<file path="config.mk">
export PLATFORM = sky130hd
export DESIGN_NAME = lcp_ctrl
export DESIGN_NICKNAME = d
export VERILOG_FILES = /design/src/design/lcp_pkg.sv /design/src/design/lcp_ctrl.sv
export SDC_FILE = /design/constraint.sdc
export NUM_CORES = 1
export LEC_CHECK = 0
export BUFFER_PORTS_ARGS = -buffer_cell sky130_fd_sc_hd__buf_4
export CAP_MARGIN = 30
export CORE_ASPECT_RATIO = 0.7
export CORE_UTILIZATION = 35
export CTS_CLUSTER_SIZE = 10
export DETAILED_ROUTE_END_ITERATION = 7
export SLEW_MARGIN = 30
export SYNTH_ARGS = -nofsm -noshare
export SYNTH_HDL_FRONTEND = slang
export SYNTH_SLANG_ARGS = --single-unit
</file>
<file path="constraint.sdc">
create_clock -name clk -period 3.05 [get_ports clk]
set_clock_uncertainty 0.15 [all_clocks]
set_input_delay 0.4575 -clock clk [delete_from_list [all_inputs] [get_ports clk]]
set_output_delay 0.4575 -clock clk [all_outputs]
set_load 0.02 [all_outputs]
</file>
<file path="src/design/lcp_pkg.sv">
// ----------------------------------------------------------------------------
// lcp_pkg
// Types and codes shared by the line cache and prefetcher modules.
// ----------------------------------------------------------------------------
`default_nettype none

package lcp_pkg;

	localparam int ADDR_W = 48;
	localparam int LINE_W = 44;
	localparam int TICK_W = 48;
	localparam int CNT_W  = 3;
	localparam int OUTS_W = 8;
	localparam int MODE_W = 2;

	localparam logic [MODE_W-1:0] MODE_NONE   = 2'd0;
	localparam logic [MODE_W-1:0] MODE_NEXT   = 2'd1;
	localparam logic [MODE_W-1:0] MODE_STRIDE = 2'd2;
	localparam logic [MODE_W-1:0] MODE_STREAM = 2'd3;

	localparam logic [1:0] OP_NONE   = 2'd0;
	localparam logic [1:0] OP_INC    = 2'd1;
	localparam logic [1:0] OP_DEC    = 2'd2;
	localparam logic [1:0] OP_DECINC = 2'd3;

	localparam logic [2:0] WR_HIT         = 3'd0;
	localparam logic [2:0] WR_SB_FOUND    = 3'd1;
	localparam logic [2:0] WR_FILL_DEMAND = 3'd2;
	localparam logic [2:0] WR_FILL_SB     = 3'd3;
	localparam logic [2:0] WR_FILL_PF     = 3'd4;

	typedef struct packed {
		logic [LINE_W-1:0] tag;
		logic              valid;
		logic              pf;
		logic              used;
		logic [TICK_W-1:0] stamp;
	} entry_t;

	typedef struct packed {
		logic       accept;
		logic       clr_step;
		logic       scan_start;
		logic       scan_tgt;
		logic       wr_en;
		logic [2:0] wr_kind;
		logic [1:0] out_op;
		logic       inc_issued;
		logic       inc_wasted;
		logic       set_hit;
		logic       set_sb;
		logic       set_useful;
		logic       tgt_next;
		logic       stride_upd;
		logic       sb_advance;
		logic       refill_step;
		logic       out_load;
	} cmd_t;

	typedef struct packed {
		logic clr_last;
		logic div_busy;
		logic scan_busy;
		logic m_found;
		logic m_pf;
		logic m_used;
		logic evict_waste;
		logic sb_match;
		logic stride_fire;
		logic refill_valid;
		logic refill_last;
		logic out_free;
	} status_t;

endpackage

`default_nettype wire

</file>
<file path="src/design/lcp_ctrl.sv">
// ----------------------------------------------------------------------------
// lcp_ctrl
// Sequencer: steps each access through lookup, fill, prefetch and report.
// ----------------------------------------------------------------------------
`default_nettype none

module lcp_ctrl (
	input  wire logic                          clk,
	input  wire logic                          arst_n,
	input  wire logic                          in_valid,
	output logic                               ready,
	input  wire logic                          cfg_wr_en,
	input  wire logic [lcp_pkg::MODE_W-1:0]    cfg_wr_data,
	input  wire lcp_pkg::status_t              st,
	output lcp_pkg::cmd_t                      cmd
);

	localparam logic [3:0] ST_CLR      = 4'd0;
	localparam logic [3:0] ST_IDLE     = 4'd1;
	localparam logic [3:0] ST_DIV      = 4'd2;
	localparam logic [3:0] ST_SCAN1    = 4'd3;
	localparam logic [3:0] ST_EVAL1    = 4'd4;
	localparam logic [3:0] ST_SB_DEC   = 4'd5;
	localparam logic [3:0] ST_SB_INC   = 4'd6;
	localparam logic [3:0] ST_PF_START = 4'd7;
	localparam logic [3:0] ST_PF_SCAN  = 4'd8;
	localparam logic [3:0] ST_EVAL2    = 4'd9;
	localparam logic [3:0] ST_PF_INC   = 4'd10;
	localparam logic [3:0] ST_REFILL   = 4'd11;
	localparam logic [3:0] ST_DONE     = 4'd12;

	logic [3:0]                   state_q, state_d;
	logic [lcp_pkg::MODE_W-1:0]   mode_q;

	always_ff @(posedge clk or negedge arst_n) begin
		if (!arst_n) begin
			state_q <= ST_CLR;
			mode_q  <= lcp_pkg::MODE_NONE;
		end else begin
			state_q <= state_d;
			if (cfg_wr_en) begin
				mode_q <= cfg_wr_data;
			end
		end
	end

	assign ready = (state_q == ST_IDLE);

	always_comb begin
		state_d = state_q;
		cmd     = '0;
		unique case (state_q)
			ST_CLR: begin
				cmd.clr_step = 1'b1;
				if (st.clr_last) state_d = ST_IDLE;
			end
			ST_IDLE: begin
				if (in_valid) begin
					cmd.accept = 1'b1;
					state_d    = ST_DIV;
				end
			end
			ST_DIV: begin
				if (!st.div_busy) begin
					cmd.scan_start = 1'b1;
					state_d        = ST_SCAN1;
				end
			end
			ST_SCAN1: begin
				if (!st.scan_busy) state_d = ST_EVAL1;
			end
			ST_EVAL1: begin
				if (mode_q == lcp_pkg::MODE_STREAM && st.sb_match) begin
					cmd.set_hit    = 1'b1;
					cmd.set_sb     = 1'b1;
					cmd.set_useful = 1'b1;
					cmd.wr_en      = 1'b1;
					if (st.m_found) begin
						cmd.wr_kind = lcp_pkg::WR_SB_FOUND;
					end else begin
						cmd.wr_kind    = lcp_pkg::WR_FILL_SB;
						cmd.inc_issued = 1'b1;
						if (st.evict_waste) begin
							cmd.inc_wasted = 1'b1;
							cmd.out_op     = lcp_pkg::OP_DEC;
						end
					end
					state_d = ST_SB_DEC;
				end else if (st.m_found) begin
					cmd.set_hit = 1'b1;
					cmd.wr_en   = 1'b1;
					cmd.wr_kind = lcp_pkg::WR_HIT;
					if (st.m_pf && !st.m_used) begin
						cmd.set_useful = 1'b1;
						cmd.out_op     = lcp_pkg::OP_DEC;
					end
					state_d = ST_DONE;
				end else begin
					cmd.wr_en   = 1'b1;
					cmd.wr_kind = lcp_pkg::WR_FILL_DEMAND;
					if (st.evict_waste) begin
						cmd.inc_wasted = 1'b1;
						cmd.out_op     = lcp_pkg::OP_DEC;
					end
					unique case (mode_q)
						lcp_pkg::MODE_NEXT: begin
							cmd.tgt_next = 1'b1;
							state_d      = ST_PF_START;
						end
						lcp_pkg::MODE_STRIDE: begin
							cmd.stride_upd = 1'b1;
							state_d        = st.stride_fire ? ST_PF_START : ST_DONE;
						end
						lcp_pkg::MODE_STREAM: state_d = ST_REFILL;
						default:              state_d = ST_DONE;
					endcase
				end
			end
			ST_SB_DEC: begin
				cmd.out_op = lcp_pkg::OP_DEC;
				state_d    = ST_SB_INC;
			end
			ST_SB_INC: begin
				cmd.out_op     = lcp_pkg::OP_INC;
				cmd.inc_issued = 1'b1;
				cmd.sb_advance = 1'b1;
				state_d        = ST_DONE;
			end
			ST_PF_START: begin
				cmd.scan_start = 1'b1;
				cmd.scan_tgt   = 1'b1;
				state_d        = ST_PF_SCAN;
			end
			ST_PF_SCAN: begin
				if (!st.scan_busy) state_d = ST_EVAL2;
			end
			ST_EVAL2: begin
				if (!st.m_found) begin
					cmd.wr_en      = 1'b1;
					cmd.wr_kind    = lcp_pkg::WR_FILL_PF;
					cmd.inc_issued = 1'b1;
					if (st.evict_waste) begin
						cmd.inc_wasted = 1'b1;
						cmd.out_op     = lcp_pkg::OP_DEC;
					end
					state_d = ST_PF_INC;
				end else begin
					state_d = ST_DONE;
				end
			end
			ST_PF_INC: begin
				cmd.out_op = lcp_pkg::OP_INC;
				state_d    = ST_DONE;
			end
			ST_REFILL: begin
				cmd.refill_step = 1'b1;
				cmd.inc_issued  = 1'b1;
				if (st.refill_valid) begin
					cmd.inc_wasted = 1'b1;
					cmd.out_op     = lcp_pkg::OP_DECINC;
				end else begin
					cmd.out_op = lcp_pkg::OP_INC;
				end
				if (st.refill_last) state_d = ST_DONE;
			end
			ST_DONE: begin
				if (st.out_free) begin
					cmd.out_load = 1'b1;
					state_d      = ST_IDLE;
				end
			end
			default: state_d = ST_CLR;
		endcase
	end

endmodule

`default_nettype wire

</file>
==> results of run 1 <==
==> flip-flops by register name (all words and copies together), names as in the netlist <==
name,count
state_q,4
mode_q,2
==> routing by layer <==
metal	up-vias	part of all wire	global-route usage
met5	-	0	0
met4	0	0	0.0183
met3	0	0.056	0.0355
met2	31	0.41	0.259
met1	405	0.53	0.281
li1	448	-	-
==> report_power, final <==
group | switching [mW] | internal, mW | leakage (nW)
Combinational | 0.329 | 0.249 | 0.404
Clock | 0.0269 | 0.0444 | 0.0138
Sequential | 0.0672 | 0.109 | 0.0731
Total | 0.423 | 0.403 | 0.491
==> area by class of cell <==
type	instances	area share
multi-input combinational	85	0.509
timing repair buffer	41	0.296
sequential	6	0.143
tap	22	0.0263
clock buffer	3	0.0215
inverter	1	0.00358
==> worst register-to-register path, delay by kind of cell (launching register included) <==
kind	cells	cell delay (ps)
muxes	1	150
DFF	1	560
and+or+nand+nor	2	1310
AOI/OAI and AO/OA	1	90
==> synthesized netlist by cell type, drive strengths merged (2+ instances only) <==
master,number
nor2,15
clkbuf,8
nand2,7
dfrtp,6
nand2b,5
o21ai,5
and3,4
a21oi,3
and2,3
buf,3
mux2,3
nand3,3
nor2b,3
nor3,3
o31ai,3
a21o,2
a221oi,2
a22oi,2
nor4b,2
o221ai,2
o311ai,2
==> worst max-delay path by stage <==
stage                           startpoint  endpoint  slack [ps]  cells after the start
finish              state_q[0]$_DFFE_PN0P_    cmd[3]         350                      3
CTS                 state_q[3]$_DFFE_PN0P_    cmd[3]         340                      3
detailed placement  state_q[3]$_DFFE_PN0P_    cmd[3]         620                      3
floorplan           state_q[3]$_DFFE_PN0P_    cmd[3]         570                      4
global placement    state_q[3]$_DFFE_PN0P_    cmd[3]         700                      3
global route        state_q[3]$_DFFE_PN0P_    cmd[3]         200                      3
==> stage by stage <==
step / worst slack [ps] / total power, mW / cell area, um^2 / hold slack [ps] / util
2_1_floorplan: 567 / 0.578 / 738 / 11.9 / -
3_3_place_gp: 699 / 0.746 / 1010 / 117 / 0.529
3_5_place_dp: 615 / 0.749 / 1010 / 118 / 0.529
4_1_cts: 342 / 0.823 / 1050 / 302 / 0.546
5_1_grt: 204 / 0.890 / 1050 / 303 / 0.546
6_report: 346 / 0.826 / 1050 / 302 / 0.546
==> logic make-up after synthesis <==
kind of cell	count (synthesis)	share of synthesized area
buffers and inverters	12	0.0746
muxes	4	0.0593
DFF	6	0.203
and+or+nand+nor	55	0.414
AOI/OAI and AO/OA	26	0.249
==> run_results.csv, run 1 <==
group,metric,value,unit
run_status,status,"finished, violations left",
run_status,violations,"DRC",
place,dpl.hpwl,1.56,mm
clocking,post_cts_buffers,0,
finish,nFillCells,196,
synthesis,ys_types,40,
timing,final_max_slew_viol_count,0,
finish,diodes,0,
clocking,tritoncts,"yes",
place,gp_congestion,0.730,
finish,drive_gt1_frac,0.338,
clocking,ctsHoldBuffers,1,
timing,rsz0062_at_grt,"false",
worst_setup_path,critPathLaunchType,"flop",
routing,ant_nets,0,
worst_setup_path,cp_slowest_cell,"or4b_1",
worst_hold_path,holdPathStages,2,
routing,wl_per_cell,13.4,um
floorplan,num_rows,13,
routing,drtIter0Drc,31,
routing,drc,4,
timing,setup_viol,0,
worst_setup_path,crit_required,2440,ps
timing,slew_headroom,0.662,
worst_setup_path,max_stage_delay,750,ps
clocking,clockBufferDepth,2,
worst_setup_path,timing.rr.start,"state_q[0]$_DFFE_PN0P_",
clocking,ctsRootBufferMaster,"clkbuf_4",
clocking,clock_sinks,6,
floorplan,start_util,0.385,
worst_setup_path,crit_fanout,17,
floorplan,coreArea,1920,um^2
floorplan,die_h,40.4,um
global_routing,antenna_found_initial,0,
power,ir_drop,0.471,mV
worst_setup_path,reg2reg_setup_slack,730,ps
synthesis,synthTopCellsByArea,"dfrtp_1, nor2_1, nand2b_1",
worst_setup_path,path_delay_family,"simple AND/OR/NAND/NOR gates",
global_routing,grt_pass1_vias,670,
global_routing,grt_pass1_wl,3.11,mm
finish,fin_cells,158,
synthesis,yosys.area.top_type_share,0.203,
finish,area_delta_synth_final,41.9,%
finish,nNetsFinal,156,
clocking,cts_buffers,3,
finish,mostFrequentLayoutCells,"buf_4, nor2_1, nand2_1, dfrtp_1",
synthesis,synth_edf_count,0,
worst_hold_path,min_from,"cfg_wr_data[1]",
place,dp.cells,154,
synthesis,syn-num-nets,121,
timing,tns,0,ps
worst_hold_path,hold_class,"primary input to flop",
floorplan,io_pins,39,
flow_run,maxCapViolCount,0,
timing,max_freq,370,MHz
global_routing,grt_usage,0.181,
finish,multi_input_area,533,um^2
finish,layout_commonest_cell,"buf_4",
worst_setup_path,worstSetupEndpointType,"output pin",
synthesis,synth_top_area_cell,"dfrtp_1",
synthesis,synth_area_per_cell,7.17,um^2
place,portBuffers,38,
clocking,cts_resized,0,
finish,final-seq-area,150,um^2
power,p_per_area,789,nW/um^2
synthesis,synth_area,738,um^2
routing,wirelength,2.11,mm
worst_setup_path,critical_path_class,"flop to output pin",
timing,max_slew.worst_pin.slew,508,ps
floorplan,dieArea,2300,um^2
floorplan,die_w,56.9,um
routing,vias,884,
routing,detail_route.vias_per_cell,5.59,
global_routing,overflow,0,
synthesis,synthFlopType,"dfrtp_1",
worst_hold_path,whs_endpoint,"mode_q[1]$_DFFE_PN0P_",
synthesis,yosysSeqAreaShare,0.203,
timing,finalHoldViolCount,0,
clocking,clk_pin_slew,50,ps
power,p_leak,0.491,nW
global_routing,grt_start_max_net_pins,23,
worst_setup_path,path_buf_inv,1,
timing,min_period,2700,ps
synthesis,synth_warnings,0,
synthesis,ys_async_sr_fraction,1.00,
clocking,worstSkewPairLatency,240,ps
timing,fin_crit_sh,0.887,
synthesis,syn_inst,103,
worst_setup_path,r2r_end,"state_q[1]$_DFFE_PN0P_",
synthesis,ys_ff_latch,6,
clocking,h-tree-depth,1,
worst_setup_path,reg2regPathDepth,4,
worst_setup_path,critPathArrivalTime,2100,ps
worst_setup_path,cp_cell_sequence,"or4b_1, nor4b_1, buf_4",
routing,dr.pass1.iters,6,
Power figures use the tool's default switching activity.
==> run 2, diff against run 1 <==
Settings changed: ABC_AREA set to 1, SLEW_MARGIN 30 to 20.
==> run 2 against run 1 <==
Effect of this change:
- the run still ends with DRC left
- non-clock buffer count fell by 2
- power fell by 4.0%
- combinational power fell by 1%
==> run_results.csv, run 2 <==
group,metric,value,unit
synthesis,synthFlopType,"dfrtp_1",
routing,drtIter0Drc,52,
worst_setup_path,worstSetupEndpointType,"output pin",
synthesis,synth_top_family_by_area,"simple AND/OR/NAND/NOR gates",
global_routing,grt_usage,0.174,
floorplan,start_util,0.385,
synthesis,syn-num-nets,152,
place,dpl.hpwl,1.67,mm
clocking,clock_sinks,6,
routing,wirelength,2.00,mm
flow_run,maxCapViolCount,0,
floorplan,dieArea,2320,um^2
synthesis,yosys.area_share.simple,0.591,
global_routing,gr-max-usage-layer,"met2",
finish,fin_util,0.561,
worst_setup_path,crit_start,"state_q[1]$_DFFE_PN0P_",
synthesis,synthTopCellsByArea,"nand2_1, dfrtp_1, inv_1",
synthesis,ys_top_cells_by_count,"nand2_1, inv_1, nand3_1",
synthesis,synth_top_area_cell,"nand2_1",
clocking,worstSkewPairLatency,230,ps
clocking,clockBufferDepth,2,
global_routing,grt_pass1_wl,3.04,mm
global_routing,overflow,0,
run_status,violations,"DRC",
routing,dr.pass1.iters,6,
synthesis,yosysSeqAreaShare,0.201,
worst_setup_path,crit_fanout,8,
clocking,clk_pin_slew,40,ps
finish,reg.largest.list,"state_q: 4 flops, mode_q: 2 flops",
routing,drc,8,
routing,ant_nets,0,
global_routing,use_met2,0.282,
routing,detail_route.vias_per_cell,4.62,
floorplan,die_h,40.6,um
global_routing,grt_pass1_vias,716,
finish,regMostFlops,"state_q",
finish,nFillCells,211,
synthesis,syn_inst,134,
clocking,post_cts_buffers,0,
worst_setup_path,critPathLaunchType,"flop",
floorplan,die_w,57.2,um
timing,setup_viol,0,
global_routing,antenna_found_initial,0,
finish,diodes,0,
synthesis,synth.most_common_cell,"nand2_1",
timing,rsz0062_at_grt,"false",
run_status,status,"finished, violations left",
worst_hold_path,hold_class,"primary input to flop",
timing,min_period,2210,ps
power,fin_total_pwr,0.793,mW
floorplan,io_pins,39,
floorplan,coreArea,1940,um^2
worst_setup_path,critPathArrivalTime,1600,ps
synthesis,ys_async_sr_fraction,1.00,
worst_setup_path,timing.rr.start,"state_q[1]$_DFFE_PN0P_",
synthesis,synth_edf_count,0,
synthesis,synth_area_per_cell,5.57,um^2
timing,fin_crit_sh,0.724,
synthesis,synth_warnings,0,
global_routing,grt_use_met3,0.0221,
power,ir_drop,0.400,mV
clocking,tritoncts,"yes",
timing,max_slew.worst_pin.slew,373,ps
finish,area_delta_synth_final,45.6,%
synthesis,synth-compound-area-share,0.0755,
floorplan,num_rows,13,
place,portBuffers,38,
clocking,cts_buffers,3,
power,p_per_area,730,nW/um^2
worst_setup_path,critical_path_class,"flop to output pin",
place,dp.cells,193,
finish,fin_cells,197,
global_routing,grt_start_max_net_pins,9,
global_routing,use_met1,0.245,
synthesis,synth_fa_ha_area_frac,0,
clocking,ctsRootBufferMaster,"clkbuf_4",
timing,slew_headroom,0.751,
finish,nNetsFinal,195,
worst_hold_path,min_from,"cfg_wr_data[1]",
finish,layout_commonest_cell,"nand2_1",
synthesis,synth_xor_area_frac,0,
synthesis,synthMuxAreaShare,0,
synthesis,synth_area,746,um^2
timing,finalHoldViolCount,0,
synthesis,yosys.area.top_type_share,0.242,
timing,final_max_slew_viol_count,0,
timing,tns,0,ps
worst_setup_path,crit_required,2440,ps
routing,wl_per_cell,10.1,um
routing,vias,911,
clocking,cts_resized,0,
place,gp_congestion,0.844,
timing,max_freq,453,MHz
finish,largest_reg_flops,4,
finish,drive_gt1_frac,0.354,
synthesis,ys_ff_latch,6,
finish,mostFrequentLayoutCells,"nand2_1, buf_4, inv_1, nand3_1, nor2_1",
synthesis,ys_types,17,
clocking,h-tree-depth,1,
power,p_leak,0.670,nW
[run 2: cell count changes in the layout (fill, tap and decap cells not counted), sizes merged, moves of 3 or more]
cell,delta
nor2b,-3
mux2,-3
nand2b,-5
inv,+24
nor2,+5
and2,-3
and3,-4
o21ai,+3
o31ai,-3
nand2,+45
nand3,+11
[run 2: cell type report]
| cell class | count | area, um^2 | share of cell area |
|---|---|---|---|
| multi-input combinational | 102 | 497 | 0.457 |
| timing repair buffer | 39 | 295 | 0.272 |
| sequential | 6 | 150 | 0.138 |
| inverter | 25 | 93.8 | 0.0864 |
| tap | 22 | 27.5 | 0.0253 |
| clock buffer | 3 | 22.5 | 0.0207 |
[run 2: report_power, final]
| part | internal, mW | total [mW] | switching (mW) |
|---|---|---|---|
| Combinational | 0.203 | 0.570 | 0.367 |
| Sequential | 0.107 | 0.155 | 0.0476 |
| Clock | 0.0442 | 0.0678 | 0.0236 |
| Total | 0.354 | 0.793 | 0.439 |
[run 2: per-stage QoR]
stage                     worst slack, ps  area [um^2]  hold slack [ps]
final                                 842         1090              282
after floorplan                      1050          746             11.9
after global placement               1130         1050              114
after detailed placement             1090         1050              116
after CTS                             835         1090              280
after global routing                  707         1090              289
[run 2: final timing paths]
kind	endpoint	slack, ps	cells after the start
max reg2reg	state_q[2]$_DFFE_PN0P_	1420	8
min	mode_q[1]$_DFFE_PN0P_	280	3
max	cmd[11]	840	6
max in group asynchronous	mode_q[0]$_DFFE_PN0P_	2220	2
min in group asynchronous	state_q[2]$_DFFE_PN0P_	420	2
min reg2reg	state_q[0]$_DFFE_PN0P_	440	2
[run 2: logic make-up (layout without fill, tap and decap cells)]
kind of cell | after synthesis | count (layout)
AO/OA/AOI/OAI | 11 | 11
buffers and inverters | 26 | 67
flip-flops | 6 | 6
AND/OR/NAND/NOR | 91 | 91
[run 2: critical path, stage by stage, from the launching register on]
cell	delay, ps
dfrtp_1	450
nor2_2	340
nand2_4	140
nor2_4	140
a21oi_1	80
nand3_1	70
buf_4	140
[run 2: timing repair]
item,4_1_cts,5_1_grt
hold buffers,1,0
endpoints found under the hold margin,6,0
endpoints found under the setup margin,0,0
[run 2: layer usage]
metal	wire length [um]	up-vias
met3	94	0
met2	856	20
met1	1050	396
met5	0	-
met4	0	0
li1	-	495
==> run 3, diff against run 2 <==
Clock period 3.05 ns to 2.2 ns, I/O delays scaled along.
==> run 3 against run 2 <==
Effect of this change:
- the run still ends with DRC left
- power increased by 41%
- via count rose by 0.55%
- final cell count up 0.51%
- die area did not move
- flip-flop and latch count did not move
==> run_results.csv, run 3 (synthesis gave the netlist of run 2 again) <==
group,metric,value,unit
global_routing,grt_usage,0.169,
worst_setup_path,cp_slowest_cell,"dfrtp_1",
place,dpl.hpwl,1.70,mm
floorplan,die_h,40.6,um
timing,tns,0,ps
clocking,cts_resized,0,
floorplan,start_util,0.385,
power,p_sw,0.616,mW
routing,wirelength,2.00,mm
routing,drtIter0Drc,30,
clocking,post_cts_buffers,0,
worst_setup_path,timing.rr.start,"state_q[1]$_DFFE_PN0P_",
clocking,tritoncts,"yes",
worst_setup_path,worstSetupEndpointType,"output pin",
floorplan,num_rows,13,
finish,mostFrequentLayoutCells,"nand2_1, buf_4, inv_1, nand3_1, nor2_1",
global_routing,grt_start_max_net_pins,9,
routing,ant_nets,0,
global_routing,antenna_found_initial,0,
worst_setup_path,crit_fanout,8,
power,p_per_area,1020,nW/um^2
finish,multi_input_area,497,um^2
global_routing,overflow,0,
power,power.share.clock,0.085,
power,p_leak,0.676,nW
finish,final-seq-area,150,um^2
routing,vias,916,
run_status,status,"finished, violations left",
worst_setup_path,critPathLaunchType,"flop",
timing,whs,148,ps
place,portBuffers,38,
floorplan,dieArea,2320,um^2
worst_hold_path,holdPathStages,3,
timing,min_period,2090,ps
finish,largest_reg_flops,4,
floorplan,coreArea,1940,um^2
routing,detail_route.vias_per_cell,4.63,
global_routing,grt_pass1_vias,678,
worst_setup_path,critPathArrivalTime,1610,ps
worst_setup_path,crit_required,1720,ps
power,p_int,0.503,mW
timing,max_freq,479,MHz
power,power_frac_seq,0.192,
timing,max_slew.worst_pin.slew,380,ps
power,swShare,0.551,
clocking,ctsHoldBuffers,1,
finish,diodes,0,
worst_setup_path,crit_start,"state_q[1]$_DFFE_PN0P_",
finish,nFillCells,215,
finish,regMostFlops,"state_q",
worst_hold_path,hold_class,"primary input to flop",
routing,wl_per_cell,10.1,um
flow_run,maxCapViolCount,0,
floorplan,io_pins,39,
clocking,clock_sinks,6,
finish,layout_commonest_cell,"nand2_1",
worst_setup_path,cp_cell_sequence,"nor2_2, nand2_4, nor2_4, inv_2, o21ai_1, buf_4",
worst_setup_path,reg2regPathDepth,8,
place,gp_congestion,0.812,
worst_setup_path,max_stage_delay,450,ps
floorplan,die_w,57.2,um
timing,slew_headroom,0.747,
finish,nNetsFinal,196,
timing,finalHoldViolCount,0,
worst_setup_path,critical_path_class,"flop to output pin",
power,ir_drop,0.549,mV
routing,drc,8,
global_routing,grt_pass1_wl,2.99,mm
worst_hold_path,min_from,"cfg_wr_data[1]",
clocking,clk_pin_slew,40,ps
clocking,worstSkewPairLatency,240,ps
finish,reg.largest.list,"state_q: 4 flops, mode_q: 2 flops",
clocking,cts_buffers,3,
power,p_comb_frac,0.722,
timing,rsz0062_at_grt,"false",
clocking,clockBufferDepth,2,
finish,area_delta_synth_final,46.6,%
run_status,violations,"DRC",
timing,final_max_slew_viol_count,0,
clocking,h-tree-depth,1,
timing,setup_viol,0,
clocking,ctsRootBufferMaster,"clkbuf_4",
timing,fin_crit_sh,0.949,
routing,dr.pass1.iters,6,
finish,drive_gt1_frac,0.358,
## run 3: cell types whose count changed in the layout (fill, tap and decap cells not counted), sizes merged
cell,before,now
buf,38,39
## run 3: critical path: cells and delay by family, from the launching register on
| family | cells | cell delay (ps) |
|---|---|---|
| compound gates | 1 | 110 |
| buf+inv | 2 | 210 |
| flops | 1 | 450 |
| simple gates | 3 | 590 |
## run 3: metrics by stage
step / cell area (um^2) / setup WS [ps] / cells / total power, mW / util
2_1_floorplan: 746 / 331 / 134 / 0.757 / -
3_3_place_gp: 1060 / 409 / 194 / 1.02 / 0.548
3_5_place_dp: 1060 / 359 / 194 / 1.03 / 0.548
4_1_cts: 1090 / 95.1 / 198 / 1.13 / 0.565
5_1_grt: 1090 / 0.0333 / 198 / 1.22 / 0.565
6_report: 1090 / 113 / 198 / 1.12 / 0.565
## run 3: cell type report
| class | count | share of cell area |
|---|---|---|
| tap | 22 | 0.0252 |
| clock buffer | 3 | 0.0206 |
| multi-input combinational | 102 | 0.454 |
| inverter | 25 | 0.0858 |
| timing repair buffer | 40 | 0.277 |
| sequential | 6 | 0.137 |
## run 3: per-layer routing
layer	global-route usage	routed length (um)	vias to the layer above
met4	0.0549	14	0
met5	0	0	-
met2	0.256	790	24
met3	0.00315	106	2
met1	0.262	1080	396
li1	-	-	494
## run 3: power by group through the flow
stage	Sequential (mW)	Combinational, mW	Clock [mW]
6_report	0.215	0.808	0.0953
5_1_grt	0.220	0.899	0.106
4_1_cts	0.214	0.815	0.101
3_5_place_dp	0.215	0.812	0
3_3_place_gp	0.212	0.813	0
2_1_floorplan	0.205	0.552	0
## run 3: worst paths after layout
check | slack [ps] | endpoint
worst max register to register | 560 | state_q[2]$_DFFE_PN0P_
max in group asynchronous | 1510 | mode_q[1]$_DFFE_PN0P_
min in group asynchronous | 280 | state_q[2]$_DFFE_PN0P_
worst max-delay path | 110 | cmd[9]
worst min-delay path | 150 | mode_q[1]$_DFFE_PN0P_
worst min register to register | 430 | state_q[0]$_DFFE_PN0P_
